[src/fms_pkg.sv]
package fms_pkg;

  localparam int unsigned POS_BITS = 16;
  localparam int unsigned TICK_BITS = 32;
  localparam int unsigned TEMP_BITS = 16;
  localparam int unsigned CFG_DATA_BITS = 32;
  localparam int unsigned CFG_INDEX_BITS = 3;

  localparam int unsigned TICKS_PER_SECOND = 1000;

  typedef logic [POS_BITS-1:0] pos_t;

  localparam pos_t MAX_POSITION_RESET = 16'hFFFF;
  localparam logic [TICK_BITS-1:0] SLOW_TICKS_RESET = TICK_BITS'(TICKS_PER_SECOND * 3);
  localparam pos_t HOME_BEYOND_STEPS = 16'd1000;
  localparam pos_t HOME_RELOAD_VALUE = 16'd1200;

  // Division by ten of a magnitude below 2^32: multiply by ceil(2^35 / 10), keep bits 63:35.
  localparam logic [31:0] RECIP_TEN = 32'hCCCC_CCCD;
  localparam int unsigned RECIP_SHIFT = 35;

  typedef enum logic [2:0] {
    KIND_POLL      = 3'd0,
    KIND_HALT      = 3'd1,
    KIND_ABS_MOVE  = 3'd2,
    KIND_HOME      = 3'd3,
    KIND_REL_IN    = 3'd4,
    KIND_REL_OUT   = 3'd5,
    KIND_REL_END   = 3'd6,
    KIND_ABORT_HOME = 3'd7
  } kind_e;

  typedef enum logic [3:0] {
    MODE_IDLE       = 4'd0,
    MODE_START_HOME = 4'd1,
    MODE_OFF_SW     = 4'd2,
    MODE_BEYOND_SW  = 4'd3,
    MODE_TO_SW      = 4'd4,
    MODE_PRE_BLC    = 4'd5,
    MODE_POST_BLC   = 4'd6,
    MODE_IN_SLOW    = 4'd7,
    MODE_IN_FAST    = 4'd8,
    MODE_OUT_SLOW   = 4'd9,
    MODE_OUT_FAST   = 4'd10
  } mode_e;

  typedef enum logic [2:0] {
    REQ_NONE = 3'd0,
    REQ_HOME = 3'd1,
    REQ_ABS  = 3'd2,
    REQ_HALT = 3'd3,
    REQ_IN   = 3'd4,
    REQ_OUT  = 3'd5
  } req_e;

  typedef enum logic [CFG_INDEX_BITS-1:0] {
    CFG_MAX_POSITION    = 3'd0,
    CFG_BACKLASH_ENABLE = 3'd1,
    CFG_BACKLASH_STEPS  = 3'd2,
    CFG_SLOW_TICKS      = 3'd3,
    CFG_COMP_ENABLE     = 3'd4,
    CFG_TEMP_COEFF      = 3'd5
  } cfg_idx_e;

  typedef struct packed {
    logic [2:0]                 kind;
    pos_t                       current_position;
    logic                       home_switch_pressed;
    logic [TICK_BITS-1:0]       now_ticks;
    pos_t                       new_target;
    logic signed [TEMP_BITS-1:0] current_temp;
    logic                       probe_attached;
    pos_t                       last_saved_position;
    logic signed [TEMP_BITS-1:0] comp_start_temp;
    pos_t                       comp_start_position;
  } fms_in_t;

  typedef struct packed {
    pos_t target_position;
    logic load_position;
    pos_t load_value;
    logic current_high;
    logic speed_high;
    logic moving_flag;
    logic homing_flag;
    logic homed_flag;
    logic save_position;
    logic temp_comp_off;
    logic temp_comp_restart;
  } fms_out_t;

  typedef struct packed {
    pos_t                        max_position;
    logic                        backlash_enable;
    logic [15:0]                 backlash_steps;
    logic [TICK_BITS-1:0]        slow_phase_ticks;
    logic                        comp_at_start_enable;
    logic signed [TEMP_BITS-1:0] temp_coefficient;
  } fms_cfg_t;

endpackage

[src/fms_core.sv]
module fms_core (
  input  logic               clk,
  input  logic               rst_n,
  input  logic               step,
  input  fms_pkg::fms_in_t   item,
  input  logic signed [31:0] comp_product,
  input  fms_pkg::fms_cfg_t  cfg,
  output fms_pkg::fms_out_t  res
);
  import fms_pkg::*;

  localparam int unsigned SUM_BITS = 31;

  mode_e                mode_r, mode_nxt;
  req_e                 pend_r, pend_nxt;
  pos_t                 target_r, target_nxt;
  pos_t                 final_r, final_nxt;
  logic [TICK_BITS-1:0] slow_start_r, slow_start_nxt;
  logic                 moving_r, moving_nxt;
  logic                 homing_r, homing_nxt;
  logic                 homed_r, homed_nxt;
  logic                 drv_cur_r, drv_cur_nxt;
  logic                 drv_spd_r, drv_spd_nxt;
  logic                 comp_done_r, comp_done_nxt;

  logic load_s, save_s, off_s, restart_s;
  pos_t load_val_s;
  pos_t cur;
  pos_t over_clamped;
  logic [POS_BITS:0] over_sum;

  logic [TICK_BITS-1:0] tick_delta;
  logic                 comp_neg;
  logic [31:0]          comp_mag;
  logic [63:0]          comp_recip;
  logic [SUM_BITS-1:0]  comp_quo;
  logic [SUM_BITS-1:0]  comp_ds;
  logic [SUM_BITS-1:0]  comp_sum;
  pos_t                 comp_pos;

  assign cur = item.current_position;
  assign tick_delta = item.now_ticks - slow_start_r;

  // Quotient by ten truncated toward zero, added to the reference and clamped.
  assign comp_neg   = comp_product[31];
  assign comp_mag   = comp_neg ? (32'd0 - comp_product) : comp_product;
  assign comp_recip = {32'd0, comp_mag} * {32'd0, RECIP_TEN};
  assign comp_quo   = SUM_BITS'(comp_recip[63:RECIP_SHIFT]);
  assign comp_ds    = comp_neg ? (SUM_BITS'(0) - comp_quo) : comp_quo;
  assign comp_sum   = SUM_BITS'(item.comp_start_position) + comp_ds;

  always_comb begin
    if (comp_sum[SUM_BITS-1]) begin
      comp_pos = '0;
    end else if (comp_sum > SUM_BITS'(cfg.max_position)) begin
      comp_pos = cfg.max_position;
    end else begin
      comp_pos = comp_sum[POS_BITS-1:0];
    end
  end

  assign over_sum = {1'b0, final_nxt} + (POS_BITS+1)'(cfg.backlash_steps);
  assign over_clamped = (over_sum > (POS_BITS+1)'(cfg.max_position)) ?
                        cfg.max_position : over_sum[POS_BITS-1:0];

  // Next state: the request is applied first, then the machine takes one step.
  always_comb begin
    mode_nxt       = mode_r;
    pend_nxt       = pend_r;
    target_nxt     = target_r;
    final_nxt      = final_r;
    slow_start_nxt = slow_start_r;
    moving_nxt     = moving_r;
    homing_nxt     = homing_r;
    homed_nxt      = homed_r;
    drv_cur_nxt    = drv_cur_r;
    drv_spd_nxt    = drv_spd_r;
    comp_done_nxt  = comp_done_r;
    load_s         = 1'b0;
    load_val_s     = '0;
    save_s         = 1'b0;
    off_s          = 1'b0;
    restart_s      = 1'b0;

    case (item.kind)
      KIND_HALT: begin
        pend_nxt = REQ_HALT;
        mode_nxt = MODE_IDLE;
      end
      KIND_ABS_MOVE: begin
        restart_s = 1'b1;
        final_nxt = item.new_target;
        pend_nxt  = REQ_ABS;
        mode_nxt  = MODE_IDLE;
      end
      KIND_HOME: begin
        if (!homing_r) begin
          restart_s = 1'b1;
          pend_nxt  = REQ_HOME;
          mode_nxt  = MODE_IDLE;
        end
      end
      KIND_REL_IN: begin
        restart_s = 1'b1;
        if (mode_r == MODE_OUT_SLOW || mode_r == MODE_OUT_FAST) begin
          mode_nxt = MODE_IDLE;
        end
        pend_nxt = REQ_IN;
      end
      KIND_REL_OUT: begin
        restart_s = 1'b1;
        if (mode_r == MODE_IN_SLOW || mode_r == MODE_IN_FAST) begin
          mode_nxt = MODE_IDLE;
        end
        pend_nxt = REQ_OUT;
      end
      KIND_REL_END: begin
        target_nxt  = cur;
        drv_cur_nxt = 1'b0;
        moving_nxt  = 1'b0;
        homing_nxt  = 1'b0;
        pend_nxt    = REQ_NONE;
        mode_nxt    = MODE_IDLE;
        save_s      = 1'b1;
      end
      KIND_ABORT_HOME: begin
        target_nxt  = cur;
        drv_cur_nxt = 1'b0;
        drv_spd_nxt = 1'b0;
        moving_nxt  = 1'b0;
        homing_nxt  = 1'b0;
        homed_nxt   = 1'b0;
        pend_nxt    = REQ_NONE;
        mode_nxt    = MODE_IDLE;
      end
      default: begin
      end
    endcase

    unique case (mode_nxt)
      MODE_IDLE: begin
        case (pend_nxt)
          REQ_HALT: begin
            target_nxt  = cur;
            drv_cur_nxt = 1'b0;
            homing_nxt  = 1'b0;
            moving_nxt  = 1'b0;
            off_s       = 1'b1;
            pend_nxt    = REQ_NONE;
          end
          REQ_IN, REQ_OUT: begin
            drv_cur_nxt    = 1'b1;
            drv_spd_nxt    = 1'b0;
            target_nxt     = (pend_nxt == REQ_OUT) ? cfg.max_position : '0;
            mode_nxt       = (pend_nxt == REQ_OUT) ? MODE_OUT_SLOW : MODE_IN_SLOW;
            pend_nxt       = REQ_NONE;
            slow_start_nxt = item.now_ticks;
          end
          REQ_HOME: begin
            mode_nxt = MODE_START_HOME;
          end
          REQ_ABS: begin
            drv_cur_nxt = 1'b1;
            drv_spd_nxt = 1'b1;
            if (!cfg.backlash_enable || cfg.backlash_steps == '0 ||
                final_nxt == cfg.max_position || final_nxt <= cur) begin
              target_nxt = final_nxt;
              mode_nxt   = MODE_POST_BLC;
            end else begin
              target_nxt = over_clamped;
              mode_nxt   = MODE_PRE_BLC;
            end
          end
          default: begin
          end
        endcase
      end
      MODE_START_HOME: begin
        homing_nxt  = 1'b1;
        homed_nxt   = 1'b0;
        moving_nxt  = 1'b1;
        pend_nxt    = REQ_NONE;
        drv_cur_nxt = 1'b1;
        drv_spd_nxt = 1'b1;
        load_s      = 1'b1;
        if (item.home_switch_pressed) begin
          load_val_s = '0;
          target_nxt = HOME_BEYOND_STEPS;
          mode_nxt   = MODE_OFF_SW;
        end else begin
          load_val_s = cfg.max_position;
          target_nxt = '0;
          mode_nxt   = MODE_TO_SW;
        end
      end
      MODE_OFF_SW: begin
        if (!item.home_switch_pressed) begin
          load_s     = 1'b1;
          load_val_s = '0;
          target_nxt = HOME_BEYOND_STEPS;
          mode_nxt   = MODE_BEYOND_SW;
        end else if (cur == target_nxt) begin
          load_s      = 1'b1;
          load_val_s  = target_nxt;
          drv_cur_nxt = 1'b0;
          drv_spd_nxt = 1'b0;
          moving_nxt  = 1'b0;
          homing_nxt  = 1'b0;
          homed_nxt   = 1'b0;
          mode_nxt    = MODE_IDLE;
        end
      end
      MODE_BEYOND_SW: begin
        if (cur == target_nxt) begin
          load_s     = 1'b1;
          load_val_s = HOME_RELOAD_VALUE;
          target_nxt = '0;
          mode_nxt   = MODE_TO_SW;
        end
      end
      MODE_TO_SW: begin
        if (item.home_switch_pressed) begin
          load_s     = 1'b1;
          load_val_s = '0;
          homed_nxt  = 1'b1;
          homing_nxt = 1'b0;
          restart_s  = 1'b1;
          pend_nxt   = REQ_ABS;
          mode_nxt   = MODE_IDLE;
          if (!cfg.comp_at_start_enable || !item.probe_attached) begin
            final_nxt = item.last_saved_position;
          end else if (!comp_done_r) begin
            moving_nxt = 1'b0;
            final_nxt  = comp_pos;
          end else begin
            moving_nxt = 1'b0;
            final_nxt  = item.last_saved_position;
          end
          comp_done_nxt = 1'b1;
        end else if (cur == '0) begin
          load_s      = 1'b1;
          load_val_s  = target_nxt;
          drv_cur_nxt = 1'b0;
          drv_spd_nxt = 1'b0;
          moving_nxt  = 1'b0;
          homing_nxt  = 1'b0;
          homed_nxt   = 1'b0;
          mode_nxt    = MODE_IDLE;
        end
      end
      MODE_PRE_BLC: begin
        if (cur == target_nxt) begin
          target_nxt = final_nxt;
          mode_nxt   = MODE_POST_BLC;
        end
      end
      MODE_IN_SLOW, MODE_OUT_SLOW: begin
        if (tick_delta > cfg.slow_phase_ticks) begin
          drv_spd_nxt = 1'b1;
          mode_nxt    = (mode_nxt == MODE_IN_SLOW) ? MODE_IN_FAST : MODE_OUT_FAST;
        end
      end
      MODE_POST_BLC, MODE_IN_FAST, MODE_OUT_FAST: begin
        if (cur == target_nxt) begin
          drv_cur_nxt = 1'b0;
          moving_nxt  = 1'b0;
          homing_nxt  = 1'b0;
          pend_nxt    = REQ_NONE;
          mode_nxt    = MODE_IDLE;
          save_s      = 1'b1;
        end
      end
      default: begin
        mode_nxt = MODE_IDLE;
      end
    endcase
  end

  always_comb begin
    res.target_position   = target_nxt;
    res.load_position     = load_s;
    res.load_value        = load_val_s;
    res.current_high      = drv_cur_nxt;
    res.speed_high        = drv_spd_nxt;
    res.moving_flag       = moving_nxt;
    res.homing_flag       = homing_nxt;
    res.homed_flag        = homed_nxt;
    res.save_position     = save_s;
    res.temp_comp_off     = off_s;
    res.temp_comp_restart = restart_s;
  end

  always_ff @(posedge clk) begin
    if (!rst_n) begin
      mode_r       <= MODE_IDLE;
      pend_r       <= REQ_NONE;
      target_r     <= '0;
      final_r      <= '0;
      slow_start_r <= '0;
      moving_r     <= 1'b0;
      homing_r     <= 1'b0;
      homed_r      <= 1'b0;
      drv_cur_r    <= 1'b0;
      drv_spd_r    <= 1'b0;
      comp_done_r  <= 1'b0;
    end else if (step) begin
      mode_r       <= mode_nxt;
      pend_r       <= pend_nxt;
      target_r     <= target_nxt;
      final_r      <= final_nxt;
      slow_start_r <= slow_start_nxt;
      moving_r     <= moving_nxt;
      homing_r     <= homing_nxt;
      homed_r      <= homed_nxt;
      drv_cur_r    <= drv_cur_nxt;
      drv_spd_r    <= drv_spd_nxt;
      comp_done_r  <= comp_done_nxt;
    end
  end

  a_homing_moves: assert property (@(posedge clk) disable iff (!rst_n)
    homing_r |-> moving_r)
    else $error("Homing flag set without the moving flag.");

  a_home_modes_homing: assert property (@(posedge clk) disable iff (!rst_n)
    (mode_r == MODE_OFF_SW || mode_r == MODE_BEYOND_SW || mode_r == MODE_TO_SW)
      |-> homing_r)
    else $error("Homing sequence running without the homing flag.");

  a_slow_drive: assert property (@(posedge clk) disable iff (!rst_n)
    (mode_r == MODE_IN_SLOW || mode_r == MODE_OUT_SLOW) |-> (drv_cur_r && !drv_spd_r))
    else $error("Slow phase of a relative move without high current and low speed.");

  a_fast_drive: assert property (@(posedge clk) disable iff (!rst_n)
    (mode_r == MODE_IN_FAST || mode_r == MODE_OUT_FAST) |-> (drv_cur_r && drv_spd_r))
    else $error("Fast phase of a relative move without high current and high speed.");

endmodule

[src/focuser_motion_sequencer_top.sv]
// Channel  Direction  Handshake            Payload
// in_      input      in_valid / in_stall  fms_in_t, one poll or request
// out_     output     out_valid / out_stall fms_out_t, one result
// cfg_     input      cfg_we               cfg_index selects, cfg_wdata carries the value
//
// One result beat per input beat; a new input beat can be taken each cycle unless stalled.
// A beat passes an input register and then the result register.
// The temperature product is formed on acceptance; the divide, clamp and step follow.
// Reset is synchronous and active low; it restores config, flags and motion state, not data.
// A stalled result holds the pipeline, and in_stall rises once the input register is held.
module focuser_motion_sequencer_top (
  input  logic                                 clk,
  input  logic                                 rst_n,
  input  logic                                 in_valid,
  output logic                                 in_stall,
  input  fms_pkg::fms_in_t                     in_data,
  output logic                                 out_valid,
  input  logic                                 out_stall,
  output fms_pkg::fms_out_t                    out_data,
  input  logic                                 cfg_we,
  input  logic [fms_pkg::CFG_INDEX_BITS-1:0]   cfg_index,
  input  logic [fms_pkg::CFG_DATA_BITS-1:0]    cfg_wdata
);
  import fms_pkg::*;

  fms_cfg_t           cfg_r;
  logic               in_full_r;
  fms_in_t            in_data_r;
  logic signed [31:0] prod_r;
  logic               out_valid_r;
  fms_out_t           out_data_r;

  logic               advance;
  logic               step;
  logic               in_accept;
  logic signed [16:0] temp_delta;
  logic signed [32:0] prod_full;
  fms_out_t           res;

  assign advance   = !out_valid_r || !out_stall;
  assign step      = in_full_r && advance;
  assign in_stall  = in_full_r && !advance;
  assign in_accept = in_valid && !in_stall;

  assign temp_delta = 17'(in_data.current_temp) - 17'(in_data.comp_start_temp);
  assign prod_full  = 33'(temp_delta) * 33'(cfg_r.temp_coefficient);

  always_ff @(posedge clk) begin
    if (!rst_n) begin
      cfg_r.max_position         <= MAX_POSITION_RESET;
      cfg_r.backlash_enable      <= 1'b0;
      cfg_r.backlash_steps       <= '0;
      cfg_r.slow_phase_ticks     <= SLOW_TICKS_RESET;
      cfg_r.comp_at_start_enable <= 1'b0;
      cfg_r.temp_coefficient     <= '0;
    end else if (cfg_we) begin
      unique case (cfg_index)
        CFG_MAX_POSITION:    cfg_r.max_position <= cfg_wdata[POS_BITS-1:0];
        CFG_BACKLASH_ENABLE: cfg_r.backlash_enable <= cfg_wdata[0];
        CFG_BACKLASH_STEPS:  cfg_r.backlash_steps <= cfg_wdata[15:0];
        CFG_SLOW_TICKS:      cfg_r.slow_phase_ticks <= cfg_wdata[TICK_BITS-1:0];
        CFG_COMP_ENABLE:     cfg_r.comp_at_start_enable <= cfg_wdata[0];
        CFG_TEMP_COEFF:      cfg_r.temp_coefficient <= cfg_wdata[TEMP_BITS-1:0];
        default: begin
        end
      endcase
    end
  end

  always_ff @(posedge clk) begin
    if (!rst_n) begin
      in_full_r <= 1'b0;
    end else if (in_accept) begin
      in_full_r <= 1'b1;
    end else if (step) begin
      in_full_r <= 1'b0;
    end
  end

  always_ff @(posedge clk) begin
    if (in_accept) begin
      in_data_r <= in_data;
      prod_r    <= prod_full[31:0];
    end
  end

  fms_core u_core (
    .clk          (clk),
    .rst_n        (rst_n),
    .step         (step),
    .item         (in_data_r),
    .comp_product (prod_r),
    .cfg          (cfg_r),
    .res          (res)
  );

  always_ff @(posedge clk) begin
    if (!rst_n) begin
      out_valid_r <= 1'b0;
    end else if (step) begin
      out_valid_r <= 1'b1;
    end else if (!out_stall) begin
      out_valid_r <= 1'b0;
    end
  end

  always_ff @(posedge clk) begin
    if (step) begin
      out_data_r <= res;
    end
  end

  assign out_valid = out_valid_r;
  assign out_data  = out_data_r;

endmodule
[config.mk]
export PLATFORM = sky130hd
export DESIGN_NAME = focuser_motion_sequencer_top
export DESIGN_NICKNAME = d
export VERILOG_FILES = /design/src/fms_pkg.sv /design/src/fms_core.sv /design/src/focuser_motion_sequencer_top.sv
export SDC_FILE = /design/constraint.sdc
export NUM_CORES = 2
export LEC_CHECK = 0
export ABC_AREA = 1
export BUFFER_PORTS_ARGS = -buffer_cell sky130_fd_sc_hd__buf_2
export CAP_MARGIN = 10
export CORE_ASPECT_RATIO = 0.8
export CORE_UTILIZATION = 50
export DETAILED_ROUTE_END_ITERATION = 12
export GPL_TIMING_DRIVEN = 0
export PLACE_DENSITY = 0.71
export SYNTH_ARGS = -nofsm -noshare
export SYNTH_HDL_FRONTEND = slang
export SYNTH_HIERARCHICAL = 1
export SYNTH_SLANG_ARGS = --single-unit
[constraint.sdc]
create_clock -name clk -period 15.3 [get_ports clk]
set_input_delay 3.06 -clock clk [delete_from_list [all_inputs] [get_ports clk]]
set_output_delay 3.06 -clock clk [all_outputs]
set_load 0.01 [all_outputs]
== Yosys cells after proc, flatten, opt, wreduce, memory -nomap -nowiden ==
Index checks and enable logic that the tools add are counted.
Cells by class
  add/subtract/negate cells: 6
  multipliers: 2
  magnitude comparators: 4
  equality and inequality tests: 34
  multiplexer cells: 102
  reductions and logical operators: 38
Operators with widths (count)
  16-bit two-way mux: 19
  16-bit case mux with 5 select lines: 1
  32-bit by 32-bit multiplier with 64-bit output, second input constant: 1
  16-bit case mux with 4 select lines: 1
  16-bit case mux with 3 select lines: 1
  1-bit two-way mux: 44
  4-bit two-way mux: 11
  16-bit == test: 2
  32-bit > comparator: 1
  16-bit zero test: 2
  17-bit by 16-bit multiplier with 32-bit output: 1
  32-bit two-way mux: 1
  4-bit case mux with 8 select lines: 1
  1-bit by 32-bit subtractor with 32-bit output, first input constant: 1
  32-bit subtractor: 1
  16-bit by 31-bit adder with 31-bit output: 1
  31-bit by 16-bit > comparator with 1-bit output: 1
  31-bit two-way mux: 1
  1-bit by 29-bit subtractor with 30-bit output, first input constant: 1
  3-bit == test, second input constant: 8
  4-bit == test, second input constant: 6
  4-bit by 3-bit == test with 1-bit output, second input constant: 5
  1-bit case mux with 5 select lines: 4
  3-bit by 2-bit == test with 1-bit output, second input constant: 6
  30 further kinds: 65
Storage, ports and cells
  register bits: 335
  input bits: 173
  output and inout port bits: 43
  word-level logic and storage cells: 225

== Longest topological paths before layout ==
  depth in word-level cells: 19
  mapped depth: 109
  gate-level depth less buffers: 108

== Hierarchy ==
Netlist, hierarchy kept.
Modules (own cells, without submodules)
  fms_core: instances 1, cells an instance 4493, area an instance 32112.0 sq um, sequential area each 1541.5 sq um
  focuser_motion_sequencer_top: instances 1, cells an instance 2019, area an instance 20330.7 sq um, sequential area each 7867.5 sq um

== Least setup slack after synthesis ==
No wires, ideal clock.
  path kind: reg-to-reg
  from: register prod_r[31]
  to: register u_core.target_r[13]
  setup time: 115 ps
  data arrival time: 15421 ps
  data required time: 15185 ps
  path slack: -237 ps
  stages on the path, launching flop included: 86
  buffers on the path: 6
  period minus slack after synthesis: 15537 ps
  cell sequence: edfxtp_1 clkbuf_1 buf_2 clkbuf_1 buf_1 buf_1 nand2_1 xnor2_1 ha_1 inv_1 fa_1 inv_1 fa_1 inv_1 fa_1 inv_1 fa_1 fa_1 [50 not listed] o21bai_1 a21oi_1 o21bai_1 xor2_1 inv_1 ha_1 a21o_1 a2111oi_0 nand3_1 nand2_1 inv_1 clkbuf_1 o21ai_0 o221ai_1 a21oi_1 o21ai_0 o21ai_0 inv_1
RTL lines
  start: declaration: RTL line focuser_motion_sequencer_top.sv:29  | logic signed [31:0] prod_r;
  start signal: assignment: RTL line focuser_motion_sequencer_top.sv:83  | prod_r <= prod_full[31:0];
  end signal: assignment: RTL line fms_core.sv:309  | target_r <= target_nxt;
  end: declaration: RTL line fms_core.sv:16  | pos_t target_r, target_nxt;

==> summary.txt <==
Run status
  – Status: finished with violations
  – Failing checks: setup timing

Clocking
  – Clock buffer count from CTS: 38
  – Htree depth: 2
  – Hold_buf cts: 0
  – CTS tree: built
  – Worst-path clk slew: about 70 ps
  – Sink Count: ~340
  – Clock buffer depth: 3
  – Clk_lat worst skew: approximately 620 ps
  – CTS root buffer: clkbuf_16

Setup path
  – Worst endpoint required time: 15790 ps
  – Worst Setup Path Type: flop to flop
  – FF-to-FF End: u_core/target_r[3]$_SDFFE_PN0P_
  – Worst reg-to-reg path cell count: 97
  – Crit path max fanout: 8
  – Reg2reg setup slack: -810 ps
  – Slowest cell on crit path: fa_1
  – Crit path largest cell delay: roughly 570 ps
  – Crit path DAT: roughly 17000 ps
  – Most common cell on crit path: buf_4
  – Nature of the critical path startpoint: flop
  – Reg-to-reg startpoint: prod_r[0]$_DFFE_PP_
  – Worst setup EP type: flop

Floorplanning
  – Cell row count: 104
  – Initial Util: roughly 50%
  – Die area: 104000 um^2
  – IO Pins: roughly 220
  – Core Box Area: just over 100000 um^2
  – Die span in y: ~290 um
  – Die width: between 300 and 400 um

Placement
  – Placer's final routability congestion estimate: just over 1
  – DP Wirelength: approximately 150000 um
  – Dpl cells: ~8000
  – I/O Buffers: between 200 and 250

Global routing
  – GRT overflow: 0
  – Global-route wire length before repair: about 260000 um
  – Initial antenna violation count: 5
  – Vias in the first global route: 44500
  – Largest net degree at the start of global routing: 95
  – GR Util All Layers: 33.5%

STA
  – Final Cycle Share: 105%
  – PnR worst setup slack: -810 ps
  – Worst slew pin tran: between 1000 and 1500 ps
  – Slew Limit Fails: 0
  – RSZ-0062 raised after global routing: true
  – Slew HR: under 10%
  – Final setup viols: 32
  – Tmin final: between 15000 and 20000 ps
  – Max frequency: 62.1 MHz
  – Post-Route Skew: 49.1 ps
  – Final hold viol count: 0

Detailed routing
  – Detail Route Antenna Nets: 0
  – DRC Markers: 0
  – Via count: about 45000
  – WL per Instance: 21.3 um
  – Drt via density: ~5.5
  – DR iter-0 viols: between 4000 and 5000
  – WL final: 177000 um
  – DRT Pass-1 Iters: 7

Worst hold path
  – Hold Path Depth: 2
  – Hold Path Origin: u_core/slow_start_r[0]$_SDFFE_PN0P_
  – Hold Path Class: flop to flop
  – Endpoint, Worst Hold: u_core/slow_start_r[0]$_SDFFE_PN0P_

Synth
  – Synth warn: 6
  – Synth Net Count: between 7000 and 8000
  – Mapped Avg Cell Area: between 7 and 8 um^2
  – Netlist Area Pre-Place: slightly above 50000 um^2
  – Synth Instances: between 6000 and 7000

Layout
  – Footprint of the multi-input gates: a little under 40000 um^2
  – Filler cell count: slightly above 9000
  – Reg area: approximately 8400 um^2
  – Layout Nets: around 8400
  – Layout cells sized above 1: approximately 15%
  – Area growth syn-to-layout: 16.3%
  – Non-Filler Instances: 8280

Run
  – MaxCap Viol Count: 0
-- how the worst max path moves through the flow --
stage	slack, ps	from	endpoint
after global routing	-1410	prod_r[2]$_DFFE_PP_	u_core/target_r[3]$_SDFFE_PN0P_
final	-810	prod_r[0]$_DFFE_PP_	u_core/target_r[3]$_SDFFE_PN0P_
after detailed placement	-4860	prod_r[31]$_DFFE_PP_	u_core/target_r[1]$_SDFFE_PN0P_
after global placement	-4560	prod_r[31]$_DFFE_PP_	u_core/target_r[1]$_SDFFE_PN0P_
after CTS	-700	prod_r[0]$_DFFE_PP_	u_core/target_r[3]$_SDFFE_PN0P_
after floorplan	2	prod_r[0]$_DFFE_PP_	u_core/target_r[13]$_SDFFE_PN0P_
-- registers in the layout, indices dropped and copies added, names as in the netlist, 3 cells and up --
signal,count
cfg_r,82
in_data_r,101
out_data,41
prod_r,32
u_core/final_r,16
u_core/mode_r,4
u_core/pend_r,3
u_core/slow_start_r,32
u_core/target_r,16
-- per-layer routing --
metal  up-vias  track usage [%]  wire length, um
li1      21000                -                -
met1     22000             48.3            79000
met2      1878             49.7            74300
met3       259             9.63            19400
met4         4             7.05             3860
met5         -                0               22
-- critical path: cells and delay by family, from the launching register on --
kind                       cells  cell delay (ps)
xor gates and xnor gates       4              770
and+or+nand+nor               36             3870
AOI/OAI and AO/OA             18             3070
buffers and inverters         25             2600
adders and majority gates     14             5240
DFF                            1              400
-- timing repair --
action | in CTS | in global routing
setup endpoints to repair | 36 | 32
pin swaps | 130 | 145
gates resized for setup | 405 | 173
setup buffers | 127 | 60
cloned | 2 | 0
-- per-stage QoR --
stage | hold WS (ps) | worst slack [ps] | setup TNS [ps] | utilization (%) | area [um^2]
3_5_place_dp | 446 | -4860 | -147360 | 53.6 | 54300
3_3_place_gp | 438 | -4560 | -138300 | 53.5 | 54200
5_1_grt | 480 | -1410 | -41190 | 59.1 | 59900
2_1_floorplan | 427 | 1.98 | 0 | - | 51500
4_1_cts | 456 | -704 | -20680 | 57.9 | 58700
6_report | 454 | -810 | -21660 | 59.1 | 59900
-- layout by cell type, fill, tap and decap left out, drive strengths merged, types with 7 or more instances in the layout --
cell type,count
nor2,583
nand3,237
o211ai,23
a221oi,11
a211oi,14
o21bai,23
dfxtp,161
o221ai,21
o2111ai,14
nor4,21
a31oi,7
a21oi,366
o21ai,272
ha,583
nor3,54
inv,1603
xor2,135
a21o,15
clkinv,27
nand3b,8
fa,677
edfxtp,174
nand4,60
buf,424
o31ai,8
o22ai,27
xnor2,57
clkbuf,136
nand2,1140
or2,27
a21boi,11
-- cell type report --
cell class / count / share of cell area [%]
antenna: 6 / 0.0251
buffer: 113 / 0.997
clock buffer: 48 / 1.84
clock inverter: 22 / 0.420
inverter: 1615 / 10.2
multi-input combinational: 4417 / 65.2
sequential: 335 / 14.1
tap: 1325 / 2.77
timing repair buffer: 399 / 4.43
Power is not shown: default switching activity piles up to over one toggle a cycle in this logic, so the estimate is an artifact.
